[src/hw/rtl/q16d_pkg.sv]
// q16d_pkg: shared constants and the per-stage work record of the q16.16 divider
// no dependencies; imported by the step module and the top level
`default_nettype none

package q16d_pkg;

  localparam int WORD_W = 32;
  localparam int FRAC_W = 16;
  localparam int NUM_W = WORD_W + FRAC_W;
  localparam int QBITS = WORD_W - 1;
  localparam int HEAD_W = NUM_W - QBITS;

  localparam logic [WORD_W-1:0] Q_MAX_POS = 32'h7fff_ffff;
  localparam logic [WORD_W-1:0] Q_MIN_NEG = 32'h8000_0000;

  typedef struct packed {
    logic              valid;
    logic [WORD_W-1:0] rem;
    logic [QBITS-1:0]  low;
    logic [WORD_W-1:0] dvs;
    logic              negate;
    logic              neg_a;
    logic              ovf;
    logic              zdiv;
  } q16d_work_t;

endpackage

`default_nettype wire

[src/hw/rtl/q16d_in_if.sv]
// q16d_in_if: operand channel of the q16.16 divider, valid/ready handshake
// no dependencies
`default_nettype none

interface q16d_in_if;
  logic               valid;
  logic               ready;
  logic signed [31:0] dividend;
  logic signed [31:0] divisor;

  modport source (output valid, output dividend, output divisor, input ready);
  modport sink (input valid, input dividend, input divisor, output ready);
endinterface

`default_nettype wire

[src/hw/rtl/q16d_out_if.sv]
// q16d_out_if: result channel of the q16.16 divider, valid/ready handshake
// no dependencies
`default_nettype none

interface q16d_out_if;
  logic               valid;
  logic               ready;
  logic signed [31:0] quotient;
  logic               saturated;
  logic               zero_divisor;

  modport source (output valid, output quotient, output saturated, output zero_divisor,
                  input ready);
  modport sink (input valid, input quotient, input saturated, input zero_divisor,
                output ready);
endinterface

`default_nettype wire

[src/hw/rtl/q16d_step.sv]
// q16d_step: one registered restoring division step (one quotient bit)
// depends on q16d_pkg
`default_nettype none

module q16d_step (
  input  wire logic                 clk,
  input  wire logic                 rst_n,
  input  wire logic                 adv,
  input  wire q16d_pkg::q16d_work_t d,
  output q16d_pkg::q16d_work_t      q
);
  import q16d_pkg::*;

  logic [WORD_W:0]   trial;
  logic              ge;
  logic [WORD_W:0]   diff;
  q16d_work_t        nxt;
  q16d_work_t        work_r;

  always_comb begin
    trial = {d.rem, d.low[QBITS-1]};
    ge    = trial >= {1'b0, d.dvs};
    diff  = trial - {1'b0, d.dvs};
    nxt   = d;
    nxt.rem = ge ? diff[WORD_W-1:0] : trial[WORD_W-1:0];
    nxt.low = {d.low[QBITS-2:0], ge};
  end

  always_ff @(posedge clk) begin
    if (!rst_n) begin
      work_r.valid <= 1'b0;
    end else if (adv) begin
      work_r.valid <= nxt.valid;
    end
  end

  always_ff @(posedge clk) begin
    if (adv) begin
      work_r.rem    <= nxt.rem;
      work_r.low    <= nxt.low;
      work_r.dvs    <= nxt.dvs;
      work_r.negate <= nxt.negate;
      work_r.neg_a  <= nxt.neg_a;
      work_r.ovf    <= nxt.ovf;
      work_r.zdiv   <= nxt.zdiv;
    end
  end

  assign q = work_r;

endmodule

`default_nettype wire

[src/hw/rtl/q16_16_saturating_divide.sv]
// q16_16_saturating_divide: pipelined signed q16.16 divider with rounding and saturation
// depends on q16d_pkg, q16d_in_if, q16d_out_if and q16d_step
//
// usage:
//   in_ch carries a dividend/divisor pair, out_ch carries quotient, saturated
//   and zero_divisor; an item moves when valid and ready are both high.
//   the quotient is round(|a| * 2^16 / |b|) with the sign of a xor b, clamped
//   to 0x7fffffff / 0x80000000 on overflow (saturated) or on a zero divisor
//   (zero_divisor, clamp follows the dividend sign).
// stages: one magnitude stage, one numerator/overflow stage, 31 restoring steps
//   (one quotient bit each, one 33-bit subtract and compare per stage) and one
//   sign/clamp output stage, all registered, between acceptance and out_ch.
// throughput: one item per cycle while out_ch does not stall; in_ch.ready is high
//   whenever the output register is empty or being taken.
// stall: when out_ch.ready is low with a result waiting, the whole pipe holds
//   and in_ch.ready drops; nothing is lost or repeated.
// reset: synchronous rst_n clears all valid bits; no item is in flight after.
`default_nettype none

module q16_16_saturating_divide (
  input  wire logic   clk,
  input  wire logic   rst_n,
  q16d_in_if.sink     in_ch,
  q16d_out_if.source  out_ch
);
  import q16d_pkg::*;

  logic              adv;

  logic              s0_valid_r;
  logic [WORD_W-1:0] s0_mag_a_r;
  logic [WORD_W-1:0] s0_mag_b_r;
  logic              s0_neg_a_r;
  logic              s0_neg_b_r;
  logic [WORD_W-1:0] mag_a_nxt;
  logic [WORD_W-1:0] mag_b_nxt;

  logic [NUM_W-1:0]  num;
  q16d_work_t        init_nxt;
  q16d_work_t        w [0:QBITS];

  logic              out_valid_r;
  logic [WORD_W-1:0] out_q_r;
  logic              out_sat_r;
  logic              out_zdiv_r;
  logic [WORD_W-1:0] out_q_nxt;
  logic [WORD_W-1:0] mag_q;
  logic [WORD_W-1:0] clamp;

  assign adv         = !out_valid_r || out_ch.ready;
  assign in_ch.ready = adv;

  // magnitudes
  always_comb begin
    mag_a_nxt = in_ch.dividend[WORD_W-1] ? (~in_ch.dividend + WORD_W'(1)) : in_ch.dividend;
    mag_b_nxt = in_ch.divisor[WORD_W-1] ? (~in_ch.divisor + WORD_W'(1)) : in_ch.divisor;
  end

  always_ff @(posedge clk) begin
    if (!rst_n) begin
      s0_valid_r <= 1'b0;
    end else if (adv) begin
      s0_valid_r <= in_ch.valid;
    end
  end

  always_ff @(posedge clk) begin
    if (adv) begin
      s0_mag_a_r <= mag_a_nxt;
      s0_mag_b_r <= mag_b_nxt;
      s0_neg_a_r <= in_ch.dividend[WORD_W-1];
      s0_neg_b_r <= in_ch.divisor[WORD_W-1];
    end
  end

  // rounded numerator and overflow test on the head bits
  always_comb begin
    num = {s0_mag_a_r, {FRAC_W{1'b0}}} + {{(FRAC_W+1){1'b0}}, s0_mag_b_r[WORD_W-1:1]};
    init_nxt.valid  = s0_valid_r;
    init_nxt.ovf    = {{(WORD_W-HEAD_W){1'b0}}, num[NUM_W-1:QBITS]} >= s0_mag_b_r;
    init_nxt.rem    = {{(WORD_W-HEAD_W){1'b0}}, num[NUM_W-1:QBITS]};
    init_nxt.low    = num[QBITS-1:0];
    init_nxt.dvs    = s0_mag_b_r;
    init_nxt.negate = s0_neg_a_r ^ s0_neg_b_r;
    init_nxt.neg_a  = s0_neg_a_r;
    init_nxt.zdiv   = s0_mag_b_r == '0;
  end

  always_ff @(posedge clk) begin
    if (!rst_n) begin
      w[0].valid <= 1'b0;
    end else if (adv) begin
      w[0].valid <= init_nxt.valid;
    end
  end

  always_ff @(posedge clk) begin
    if (adv) begin
      w[0].rem    <= init_nxt.rem;
      w[0].low    <= init_nxt.low;
      w[0].dvs    <= init_nxt.dvs;
      w[0].negate <= init_nxt.negate;
      w[0].neg_a  <= init_nxt.neg_a;
      w[0].ovf    <= init_nxt.ovf;
      w[0].zdiv   <= init_nxt.zdiv;
    end
  end

  for (genvar i = 0; i < QBITS; i++) begin : g_step
    q16d_step u_step (
      .clk   (clk),
      .rst_n (rst_n),
      .adv   (adv),
      .d     (w[i]),
      .q     (w[i+1])
    );
  end

  // sign and clamp
  always_comb begin
    mag_q = {1'b0, w[QBITS].low};
    if (w[QBITS].zdiv) begin
      clamp = w[QBITS].neg_a ? Q_MIN_NEG : Q_MAX_POS;
    end else begin
      clamp = w[QBITS].negate ? Q_MIN_NEG : Q_MAX_POS;
    end
    if (w[QBITS].zdiv || w[QBITS].ovf) begin
      out_q_nxt = clamp;
    end else if (w[QBITS].negate) begin
      out_q_nxt = ~mag_q + WORD_W'(1);
    end else begin
      out_q_nxt = mag_q;
    end
  end

  always_ff @(posedge clk) begin
    if (!rst_n) begin
      out_valid_r <= 1'b0;
    end else if (adv) begin
      out_valid_r <= w[QBITS].valid;
    end
  end

  always_ff @(posedge clk) begin
    if (adv) begin
      out_q_r    <= out_q_nxt;
      out_sat_r  <= w[QBITS].ovf && !w[QBITS].zdiv;
      out_zdiv_r <= w[QBITS].zdiv;
    end
  end

  assign out_ch.valid        = out_valid_r;
  assign out_ch.quotient     = out_q_r;
  assign out_ch.saturated    = out_sat_r;
  assign out_ch.zero_divisor = out_zdiv_r;

endmodule

`default_nettype wire
[src/flat_wrapper.sv]
// flat-port wrapper written by rule: the top's interface ports become plain ports
module q16_16_saturating_divide_flat import q16d_pkg::*;
  (clk, rst_n, in_ch_valid, in_ch_dividend, in_ch_divisor, in_ch_ready, out_ch_valid, out_ch_quotient, out_ch_saturated, out_ch_zero_divisor, out_ch_ready);
  q16d_in_if in_ch_i ();
  q16d_out_if out_ch_i ();
  input  wire logic clk;
  input  wire logic rst_n;
  input wire logic [$bits(in_ch_i.valid)-1:0] in_ch_valid;
  input wire logic [$bits(in_ch_i.dividend)-1:0] in_ch_dividend;
  input wire logic [$bits(in_ch_i.divisor)-1:0] in_ch_divisor;
  output wire logic [$bits(in_ch_i.ready)-1:0] in_ch_ready;
  output wire logic [$bits(out_ch_i.valid)-1:0] out_ch_valid;
  output wire logic [$bits(out_ch_i.quotient)-1:0] out_ch_quotient;
  output wire logic [$bits(out_ch_i.saturated)-1:0] out_ch_saturated;
  output wire logic [$bits(out_ch_i.zero_divisor)-1:0] out_ch_zero_divisor;
  input wire logic [$bits(out_ch_i.ready)-1:0] out_ch_ready;
  assign in_ch_i.valid = in_ch_valid;
  assign in_ch_i.dividend = in_ch_dividend;
  assign in_ch_i.divisor = in_ch_divisor;
  assign in_ch_ready = in_ch_i.ready;
  assign out_ch_valid = out_ch_i.valid;
  assign out_ch_quotient = out_ch_i.quotient;
  assign out_ch_saturated = out_ch_i.saturated;
  assign out_ch_zero_divisor = out_ch_i.zero_divisor;
  assign out_ch_i.ready = out_ch_ready;
  q16_16_saturating_divide u_core (.clk(clk), .rst_n(rst_n), .in_ch(in_ch_i), .out_ch(out_ch_i));
endmodule
[config.mk]
export PLATFORM = sky130hd
export DESIGN_NAME = q16_16_saturating_divide_flat
export DESIGN_NICKNAME = d
export VERILOG_FILES = /design/src/hw/rtl/q16d_pkg.sv /design/src/hw/rtl/q16d_in_if.sv /design/src/hw/rtl/q16d_out_if.sv /design/src/hw/rtl/q16d_step.sv /design/src/hw/rtl/q16_16_saturating_divide.sv /design/src/flat_wrapper.sv
export SDC_FILE = /design/constraint.sdc
export NUM_CORES = 2
export LEC_CHECK = 0
export BUFFER_PORTS_ARGS = -buffer_cell sky130_fd_sc_hd__buf_2
export CORE_MARGIN = 1.5
export CORE_UTILIZATION = 65
export DETAILED_ROUTE_END_ITERATION = 12
export GPL_TIMING_DRIVEN = 1
export PLACE_DENSITY = 0.81
export SYNTH_ARGS = -nofsm -noshare
export SYNTH_HDL_FRONTEND = slang
export SYNTH_HIERARCHICAL = 1
export SYNTH_SLANG_ARGS = --single-unit
[constraint.sdc]
create_clock -name clk -period 170.7 [get_ports clk]
set_clock_uncertainty 0.1 [all_clocks]
set_input_delay 34.14 -clock clk [delete_from_list [all_inputs] [get_ports clk]]
set_output_delay 34.14 -clock clk [all_outputs]
set_load 0.005 [all_outputs]
# Word level (Yosys, flattened, before mapping)
# Cells that the tools add are included.
[word_totals]
reg_bits = 3223
input_bits = 68
[op_classes]
add_sub_neg = 34
order_cmp = 32
mux = 37
n_bitwise = 4
n_reduce_logical = 6
[ops]
columns = ["op", "count"]
rows = [
  ["2-to-1 mux 32 bit", 34],
  ["greater-or-equal comparator 33 x 32 -> 1 bit", 30],
  ["subtractor 32 bit", 29],
  ["adder 32 x 2 -> 32 bit (second input constant)", 2],
  ["NOT 32 bit", 2],
  ["2-to-1 mux 31 bit", 2],
  ["adder 48 x 31 -> 48 bit", 1],
  ["adder 32 x 1 -> 32 bit (second input constant)", 1],
  ["greater-or-equal comparator 17 x 32 -> 1 bit", 1],
  ["greater-or-equal comparator 18 x 32 -> 1 bit", 1],
  ["logical NOT 32 bit", 1],
  ["NOT 31 -> 32 bit", 1],
  ["subtractor 18 x 32 -> 32 bit", 1],
  ["2-to-1 mux 18 bit", 1],
  ["logical NOT 1 bit", 2],
  ["logical OR 1 bit", 2],
  ["logical AND 1 bit", 1],
  ["XOR 1 bit", 1],
]

# Logic depth before layout (Yosys ltp)
[logic_depth]
depth_word = 4
ltp_mapped = 16
mapped_depth_nobuf = 16

# Hierarchy
# The synthesis kept the hierarchy.
[modules_own_cells]
columns = ["module", "instances", "cells_each", "area_each_um2", "seq_area_each_um2"]
rows = [
  ["q16d_step (u_core.g_step[0].u_step ...)", 26, 447, 5218.8, 2992.9],
  ["q16d_step (u_core.g_step[19].u_step ...)", 5, 445, 5216.3, 2992.9],
  ["q16_16_saturating_divide", 1, 714, 8814.7, 5104.9],
]

# Worst setup path before layout
# No wires, ideal clock.
[synth_path]
kind = "input port to output port"
from = "in out_ch_ready"
to = "out in_ch_ready"
arrival_time_ns = 112.123
required_ns = 136.460
setup_slack_ns = 24.337
stages = 1
path_cell_list = "nand2b_1"
[synth_between]
elab_chain_cells = 1
[synth_lines]
columns = ["item", "line", "text"]
rows = [
  ["start, declared", "flat_wrapper.sv:16", "input wire logic [$bits(out_ch_i.ready)-1:0] out_ch_ready;"],
  ["logical OR 1 bit", "q16_16_saturating_divide.sv:50", "assign adv = !out_valid_r || out_ch.ready;"],
  ["end, declared", "flat_wrapper.sv:11", "output wire logic [$bits(in_ch_i.ready)-1:0] in_ch_ready;"],
]
# Every way passes these cells.

# Worst setup path after layout
# Ends and elaborated chain as after synthesis.

==> summary.md <==
| Metric | Value |
|---|---|
| Vias per cell | 6.26 |
| Die ar. | 261000 µm² |
| Setup bufs post-CTS | 0 |
| Design Area, Final | 181000 µm² |
| CTS tree | built |
| Chip Width | 511 µm |
| Final WL | 386 mm |
| Static leakage | 72.4 nW |
| F_max | 14.4 MHz |
| Die Ht | 511 µm |
| CP Cell Sequence | buf_2 -> nand2b_4 -> buf_2 |
| Max-Cap Viols | 0 |
| VDD IR max | 0.0000124 V |
| Post-DP Area | 170000 µm² |
| Clock sink total | 3207 |
| GRT Total Usage | 29.2% |
| Syn avg cell area | between 10 and 15 µm² |
| Worst relative slew slack | 9.40% |
| Port Buffers | slightly above 100 |
| Final Slew Violations | 0 |
| Aggregate negative setup slack | 0 ps |
| Cell Count, Final, Fillers Out | 17900 |
| Power per standard cell area | 20.8 nW/µm² |
| Worst Max-Slew Pin Slew | 1340 ps |
| Worst-case clock buffer depth | 4 |
| Htree depth | 5 |
| Largest net degree at the start of global routing | approximately 200 |
| Worst setup margin | 101350 ps |
| Critical path capture point type | output port |
| Via count | 112000 |
| Layout overhead on the synthesized area | 8.08% |
| CP most frequent cell | buf_2 |
| Post-DRT Antenna Nets | 0 |
| Initial DRC Count | about 12000 |
| Post-synth design cell area | 167000 µm² |
| Ports | 104 |
| Gr ovfl total | 0 |
| Core area | 256000 µm² |
| CP Data Required Time | 136460 ps |
| CP max-delay cell | nand2b_4 |
| Initial core utilization | between 60% and 70% |
| Share of layout cells above drive strength 1 | 6.83% |
| DRC viols | 0 |
| Final Cycle Share | between 40% and 50% |
| Clock root buffer | clkbuf_16 |
| Yosys warning total | 6 |
| First-pass GRT wire length | around 590 mm |
| Worst setup SP type | primary input |
| Final Hold Slack | about 270 ps |
| Final #Nets | 15400 |
| Vias in the first global route | 106000 |
| RePlAce Congestion | 0.990 |
| Synth Instances | ~14000 |
| RSZ-0062 raised after global routing | no |
| CP delay by family, top | simple AND/OR/NAND/NOR gates |
| Crit-path max FO | 20 |
| Placed cell count | around 17000 |
| # resized after CTS | 0 |
| Reg2reg setup slack | approximately 170000 ps |
| Status | finished, final reports clean |
| Initial antenna violation count | 18 |
| Post-layout min period | 69350 ps |
| Num rows | roughly 190 |
| CP peak stage delay | 550 ps |
| Buf+Inv Stages, Crit Path | 2 |
| Final Hold Viols | 0 |
| Hold buffers post-CTS | 0 |
| Endpoints failing setup | 0 |
| Crit path kind | primary input to output port |
| Clock Latency Late Sink | 920 ps |
| Setup WS pre-CTS | 101350 ps |
| Inserted Clock Buffers | 330 |
| Worst hold path type | register to register |
| Worst-path clk slew | 70 ps |
| Wire per inst | 21.6 µm |
| Hpwl dp | 276 mm |
| Drt pass-1 iters | 6 |
| Worst Path Arrival | 35110 ps |
==> power breakdown <==
group / total, W / switching [W] / internal (W)
logic: 0.00170 / 0.00101 / 0.000688
clock network: 0.000727 / 0.000303 / 0.000423
registers: 0.00135 / 0.000146 / 0.00120
==> worst register-to-register path, stage by stage (launching register included) <==
cell,delay (ps)
dfxtp_1,330
nand2b_4,520
buf_4,720
buf_4,820
buf_12,660
buf_12,890
buf_12,870
==> area by class of cell <==
| cell class | count | area, µm² |
|---|---|---|
| well taps | 3384 | 4230 |
| inverters | 1205 | 4520 |
| multi-input cells | 9340 | 64200 |
| clock inverters | 204 | 2220 |
| fillers | 17400 | 75500 |
| clock buffers | 386 | 8640 |
| repair buffers | 176 | 1130 |
| flip-flops and latches | 3207 | 96000 |
| diodes | 8 | 20.0 |
==> metal layers <==
metal / share of wire (%) / GRT usage, % / vias to the layer above
met5: 0.027 / 0 / -
met4: 5.6 / 14.7 / 16
met3: 7.0 / 4.53 / 1060
met2: 48 / 48.4 / 4707
met1: 39 / 37.4 / 53500
li1: - / - / 52700
==> flip-flops by register name (all words and copies together), names as in the netlist <==
name / count
u_core/s0_neg_b_r: 1
u_core/s0_neg_a_r: 1
u_core/out_ch.saturated: 1
u_core/g_step.u_step/q: 3036
u_core/out_ch.zero_divisor: 1
u_core/s0_mag_a_r: 32
u_core/s0_mag_b_r: 32
u_core/out_ch.quotient: 32
u_core/s0_valid_r: 1
u_core/w: 69
u_core/out_ch.valid: 1
==> cells in the final DEF, fill, tap and decap left out, drive strengths merged, types with 34 or more instances in the layout <==
cell / n
edfxtp: 3173
a21oi: 1701
inv: 1223
nor2: 1084
ha: 1027
nand2: 838
o21ai: 614
xnor2: 542
xor2: 386
clkbuf: 386
a21o: 372
mux2: 300
nand3: 255
nand4: 252
o21a: 187
buf: 176
a31oi: 151
nor4: 135
nor2b: 125
o211ai: 124
a211oi: 122
clkinv: 116
nand2b: 104
o21bai: 93
o31ai: 84
nor3: 73
mux2i: 70
or4: 70
and4: 64
and2: 61
o22ai: 61
a2bb2oi: 60
o41ai: 45
bufinv: 39
or2: 36
a211o: 35
dfxtp: 34
==> worst paths after layout <==
check	start	end	cells after the start
worst max-delay path	out_ch_ready	in_ch_ready	3
worst max register to register	u_core/out_ch.valid	u_core/g_step[16].u_step/q[49]	6
worst min register to register	u_core/g_step[6].u_step/q[44]	u_core/g_step[7].u_step/q[45]	0
worst min-delay path	u_core/g_step[6].u_step/q[44]	u_core/g_step[7].u_step/q[45]	0
==> stage by stage <==
step | util (%) | power, W
global route | 70.5 | 0.00399
finish | 70.6 | 0.00377
floorplan | - | 0.00258
detailed placement | 66.3 | 0.00299
CTS | 70.5 | 0.00374
global placement | 66.3 | 0.00295
Power figures use the tool's default switching activity.
